### config.mk
export PLATFORM = sky130hd
export DESIGN_NAME = sem_mag
export DESIGN_NICKNAME = d
export VERILOG_FILES = /design/src/sv/sem_pkg.sv /design/src/sv/sem_mag.sv
export SDC_FILE = /design/constraint.sdc
export NUM_CORES = 2
export LEC_CHECK = 0
export BUFFER_PORTS_ARGS = -buffer_cell sky130_fd_sc_hd__buf_2
export CAP_MARGIN = 40
export CORE_ASPECT_RATIO = 0.5
export CORE_MARGIN = 2
export CORE_UTILIZATION = 30
export CTS_CLUSTER_DIAMETER = 40
export CTS_CLUSTER_SIZE = 25
export DETAILED_ROUTE_END_ITERATION = 8
export PLACE_DENSITY_LB_ADDON = 0.3
export SETUP_SLACK_MARGIN = 0.15
export SLEW_MARGIN = 20
export SYNTH_ARGS = -nofsm -noshare
export SYNTH_HDL_FRONTEND = slang
export SYNTH_SLANG_ARGS = --single-unit
export TNS_END_PERCENT = 20
### constraint.sdc
create_clock -name clk -period 22.5 [get_ports clk]
set_input_delay 3.375 -clock clk [delete_from_list [all_inputs] [get_ports clk]]
set_output_delay 3.375 -clock clk [all_outputs]
set_load 0.005 [all_outputs]
### src/sv/sem_pkg.sv
`default_nettype none

package sem_pkg;

  localparam int unsigned DEF_MAX_WIDTH  = 1024;
  localparam int unsigned DEF_MAX_HEIGHT = 4096;
  localparam int unsigned RESET_WIDTH    = 640;
  localparam int unsigned RESET_HEIGHT   = 480;
  localparam logic [7:0]  MAG_CAP        = 8'd255;
  localparam logic [20:0] MAG_CAP_SQ     = 21'd65280;

  typedef enum logic [1:0] {
    CFG_IMAGE_WIDTH  = 2'd0,
    CFG_IMAGE_HEIGHT = 2'd1
  } cfg_reg_t;

  typedef logic [23:0] pix_t;
  // row 0 top, row 2 bottom
  typedef pix_t [2:0] col_t;
  // column 0 left, column 2 right
  typedef col_t [2:0] win_t;

  typedef enum logic [2:0] {
    M_IDLE,
    M_SQ,
    M_SUM,
    M_ROOT,
    M_ROUND
  } mag_state_t;

  typedef enum logic [2:0] {
    T_IDLE,
    T_PXRD,
    T_DRRD,
    T_MAG,
    T_OUT
  } top_state_t;

  function automatic int unsigned clamp_dim(input int unsigned v, input int unsigned m);
    if (v == 0) return 1;
    if (v > m) return m;
    return v;
  endfunction

endpackage

`default_nettype wire

### src/sv/sem_mag.sv
`default_nettype none

module sem_mag (
  input  wire logic               clk,
  input  wire logic               rst_n,
  input  wire logic               start,
  input  wire sem_pkg::win_t      win,
  output logic                    done,
  output logic [2:0][7:0]         mag
);

  sem_pkg::mag_state_t state_r, state_nxt;
  logic [2:0]        bit_r;
  logic              done_r;
  logic [2:0][9:0]   ax_r, ay_r;
  logic [2:0][19:0]  sqx_r, sqy_r;
  logic [2:0][20:0]  s_r;
  logic [2:0][7:0]   q_r;
  logic [2:0][7:0]   mag_r;
  logic [2:0][9:0]   ax_c, ay_c;
  logic [2:0][7:0]   t_c;
  logic [2:0][15:0]  tt_c;
  logic [2:0][15:0]  qq_c;

  always_comb begin
    logic [9:0] xr, xl, yb, yt;
    for (int ch = 0; ch < 3; ch++) begin
      xr = {2'b0, win[2][0][8*ch +: 8]} + {1'b0, win[2][1][8*ch +: 8], 1'b0}
         + {2'b0, win[2][2][8*ch +: 8]};
      xl = {2'b0, win[0][0][8*ch +: 8]} + {1'b0, win[0][1][8*ch +: 8], 1'b0}
         + {2'b0, win[0][2][8*ch +: 8]};
      yb = {2'b0, win[0][2][8*ch +: 8]} + {1'b0, win[1][2][8*ch +: 8], 1'b0}
         + {2'b0, win[2][2][8*ch +: 8]};
      yt = {2'b0, win[0][0][8*ch +: 8]} + {1'b0, win[1][0][8*ch +: 8], 1'b0}
         + {2'b0, win[2][0][8*ch +: 8]};
      ax_c[ch] = (xr >= xl) ? xr - xl : xl - xr;
      ay_c[ch] = (yb >= yt) ? yb - yt : yt - yb;
      t_c[ch]  = q_r[ch] | (8'd1 << bit_r);
      tt_c[ch] = t_c[ch] * t_c[ch];
      qq_c[ch] = q_r[ch] * q_r[ch];
    end
  end

  always_comb begin
    state_nxt = state_r;
    case (state_r)
      sem_pkg::M_IDLE:  if (start) state_nxt = sem_pkg::M_SQ;
      sem_pkg::M_SQ:    state_nxt = sem_pkg::M_SUM;
      sem_pkg::M_SUM:   state_nxt = sem_pkg::M_ROOT;
      sem_pkg::M_ROOT:  if (bit_r == 3'd0) state_nxt = sem_pkg::M_ROUND;
      sem_pkg::M_ROUND: state_nxt = sem_pkg::M_IDLE;
      default:          state_nxt = sem_pkg::M_IDLE;
    endcase
  end

  always_ff @(posedge clk) begin
    if (!rst_n) begin
      state_r <= sem_pkg::M_IDLE;
      done_r  <= 1'b0;
    end else begin
      state_r <= state_nxt;
      done_r  <= (state_r == sem_pkg::M_ROUND);
    end
  end

  always_ff @(posedge clk) begin
    case (state_r)
      sem_pkg::M_IDLE: begin
        ax_r <= ax_c;
        ay_r <= ay_c;
      end
      sem_pkg::M_SQ: begin
        for (int ch = 0; ch < 3; ch++) begin
          sqx_r[ch] <= ax_r[ch] * ax_r[ch];
          sqy_r[ch] <= ay_r[ch] * ay_r[ch];
        end
      end
      sem_pkg::M_SUM: begin
        for (int ch = 0; ch < 3; ch++) begin
          s_r[ch] <= {1'b0, sqx_r[ch]} + {1'b0, sqy_r[ch]};
          q_r[ch] <= 8'd0;
        end
        bit_r <= 3'd7;
      end
      sem_pkg::M_ROOT: begin
        for (int ch = 0; ch < 3; ch++) begin
          if ({5'b0, tt_c[ch]} <= s_r[ch]) q_r[ch] <= t_c[ch];
        end
        bit_r <= bit_r - 3'd1;
      end
      sem_pkg::M_ROUND: begin
        for (int ch = 0; ch < 3; ch++) begin
          if (s_r[ch] > sem_pkg::MAG_CAP_SQ) begin
            mag_r[ch] <= sem_pkg::MAG_CAP;
          end else if ((s_r[ch][15:0] - qq_c[ch]) > {8'd0, q_r[ch]}) begin
            mag_r[ch] <= q_r[ch] + 8'd1;
          end else begin
            mag_r[ch] <= q_r[ch];
          end
        end
      end
      default: begin
      end
    endcase
  end

  assign done = done_r;
  assign mag  = mag_r;

endmodule

`default_nettype wire

==> metrics.md <==
| Metric | Value |
|---|---|
| Final instance area | 56,200 µm² |
| Tmin final | 7.62 ns |
| Post-synthesis to final-layout area growth | 11.3% |
| Commonest non-fill, non-tap cell in the layout | inv_1 |
| Worst Path Class, Setup | primary input to flip-flop |
| IO buf count | between 200 and 250 |
| H-tree depth | 2 |
| Setup TNS Final | 0 ns |
| CTS tree | yes |
| Register area | 8730 µm² |
| Synth unique cells | 82 |
| Hold buffers post-CTS | 0 |
| Clock sinks | 292 |
| Worst setup path start | win[153] |
| Die height | 294 µm |
| Hold endpoint | s_r[42]$_DFFE_PP_ |
| Reg2reg path depth | 28 |
| Postcts setup bufs | 0 |
| Die W | between 500 and 600 µm |
| CTS clk-pin slew, worst paths | 0.05 ns |
| Reg2Reg Launch Point | bit_r[0]$_SDFFCE_PN1P_ |
| Num ports | 244 |
| Reg2reg end | q_r[1]$_SDFFCE_PN0P_ |
| Clock buffer depth | 3 |
| Critical Path Start Type | primary input |
| Core Box Area | 167,000 µm² |
| First DRT Iteration DRCs | 1,829 |
| Commonest cells after routing, fill and taps aside | inv_1 (1,011), ha_1 (844), fa_1 (567), nor2_1 (300), a21oi_1 (300) |
| FFs w/ async S/R, synth | 0 |
| Worst R2R Setup Slack | roughly 15 ns |
| Largest net degree at the start of global routing | 55 |
| # fillers | 17,200 |
| Fin crit share | 0.339 |
| Grt total ovfl | 0 |
| Setup crit end kind | flip-flop |
| Initial antenna violation count | 5 |
| Synth Flop Type | edfxtp_1 |
| Measured slew at the worst slew-check pin | 0.829 ns |
| Clk Latency, worst-skew pair | roughly 0.64 ns |
| Fmax | roughly 130 MHz |
| Seq/Total Area, Yosys | 0.173 |
| Synth warnings | 0 |
| Mean post-synth cell area | ~9.4 µm² |
| DIE AREA | 172,000 µm² |
| RSZ-0062 raised after global routing | no |
| Mapped Area | 50,500 µm² |
| Status | completed |
| DR vias/cell | 4.58 |
| Crit path arrival time | approximately 8 ns |
| Count of pins over their slew limit | 0 |
| Post-Syn Instances | around 5,300 |
| Relative slew slack | 0.447 |
| Number of global-route vias before repair | ~36,000 |
| GRT Total Usage | 0.134 |
| Final #Nets | a little over 7,000 |
| WP data required | 22.87 ns |
| Mapped Nets | 6,972 |
| Crit Path Max Fanout | 14 |
| Final Hold Viols | 0 |
| Hpwl dp | between 90,000 and 100,000 µm |
| Hold Crit Depth | 1 |
| Final setup vio count | 0 |
| Post-route DRC | 0 |
| WL/cell | 14.4 µm |
| Routed via count | between 30,000 and 40,000 |
| Max-Cap Viols | 0 |
| First-pass GRT wire length | 188,000 µm |
| Num rows | approximately 110 |
| GP Congestion | 0.850 |
| Total CTS buffers | 52 |
| Dpl cell area | 54,200 µm² |
| Share of cells above drive strength 1 | 0.0782 |
| Area of the multi-input gates | 37,500 µm² |
| CTS resizes | 0 |
| Clk Tree Root Cell | clkbuf_16 |
| Hold Crit Class | flip-flop to flip-flop |
| Post-synth EDFFs | 288 |
| Initial Util | 0.302 |
| Final clock skew | ~0.058 ns |
| Routed Antenna Nets | 0 |
| Final WL | 113,000 µm |
| Synth Register Bits | 292 |
| Drt pass-1 iters | 5 |
| Worst Hold Launch | sqy_r[40]$_DFFE_PP_ |
## critical path, cell delays in order
cell      delay (ns)
buf_2           0.12
fa_1            0.49
ha_1            0.25
fa_1            0.41
a21o_1          0.19
a21oi_1         0.33
o21bai_1        0.11
a21oi_1         0.23
xnor2_1         0.19
inv_1           0.07
ha_1            0.41
nand4_1         0.18
a21oi_1         0.20
nor3_1          0.10
a21oi_1         0.14
buf_4           0.25
mux2i_1         0.29
o21ai_0         0.17
a311oi_1        0.37
xnor2_1         0.10
## cells in the mapped netlist, types with 49 or more instances
master	number	share of area
clkbuf_1	106	0.0079
nand2b_1	49	0.0061
nand4_1	56	0.0069
xor2_1	114	0.020
nor2b_1	77	0.0095
nand2_1	266	0.020
a21o_1	105	0.016
a21oi_1	300	0.030
nand3_1	68	0.0067
fa_1	567	0.22
and2_1	176	0.022
edfxtp_1	288	0.17
nor3_1	67	0.0066
nor2_1	301	0.022
xnor2_1	281	0.049
inv_1	1011	0.075
ha_1	844	0.21
o21bai_1	67	0.010
o21ai_0	138	0.014
## routing by layer
layer  track usage  wire (µm)  vias to the layer above  share of wire
met4        0.0240       1510                        0          0.013
met1         0.197      57100                    17100           0.51
met5             0          0                        -              0
met2         0.211      49100                      485           0.44
met3        0.0156       4840                       80          0.043
li1              -          -                    18100              -
## kinds of logic after synthesis
family,share of synthesized area
muxes,0.0125
and+or+nand+nor,0.119
buffers and inverters,0.0839
DFF,0.173
adders and majority gates,0.434
AOI/OAI and AO/OA,0.108
xor gates and xnor gates,0.0690
## through the flow
step	setup WS [ns]	util	cells	hold slack (ns)
after floorplan	12.88	-	5342	0.486
after global placement	14.34	0.324	7682	0.522
after detailed placement	14.32	0.324	7693	0.525
after CTS	14.82	0.336	7790	0.538
after global routing	14.49	0.336	7793	0.562
final	14.88	0.336	7797	0.536
## layout make-up
| type | count | area share |
|---|---|---|
| repair buffers | 255 | 0.0251 |
| clock inverters | 40 | 0.0106 |
| diodes | 4 | 0.000178 |
| well taps | 2214 | 0.0493 |
| clock buffers | 57 | 0.0235 |
| multi-input cells | 3924 | 0.668 |
| flip-flops and latches | 292 | 0.155 |
| inverters | 1011 | 0.0676 |
## registers in the layout, summed over array words and instances, names as in the netlist
signal and flops:
ax_r 30, ay_r 30, bit_r 3, done 1, mag 24, q_r 24
s_r 63, sqx_r 57, sqy_r 57, state_r 3
## worst max-delay path by stage
| stage | to | cells past startpoint | slack, ns |
|---|---|---|---|
| 3_3_place_gp | ax_r[17]$_DFFE_PN_ | 20 | 14.34 |
| 3_5_place_dp | ax_r[17]$_DFFE_PN_ | 20 | 14.32 |
| 5_1_grt | q_r[1]$_SDFFCE_PN0P_ | 28 | 14.49 |
| 4_1_cts | q_r[1]$_SDFFCE_PN0P_ | 28 | 14.82 |
| 6_report | ax_r[19]$_DFFE_PN_ | 20 | 14.88 |
| 2_1_floorplan | sqx_r[0]$_DFFE_PP_ | 2 | 12.88 |
Power is not shown: default switching activity piles up to over one toggle a cycle in this logic, so the estimate is an artifact.
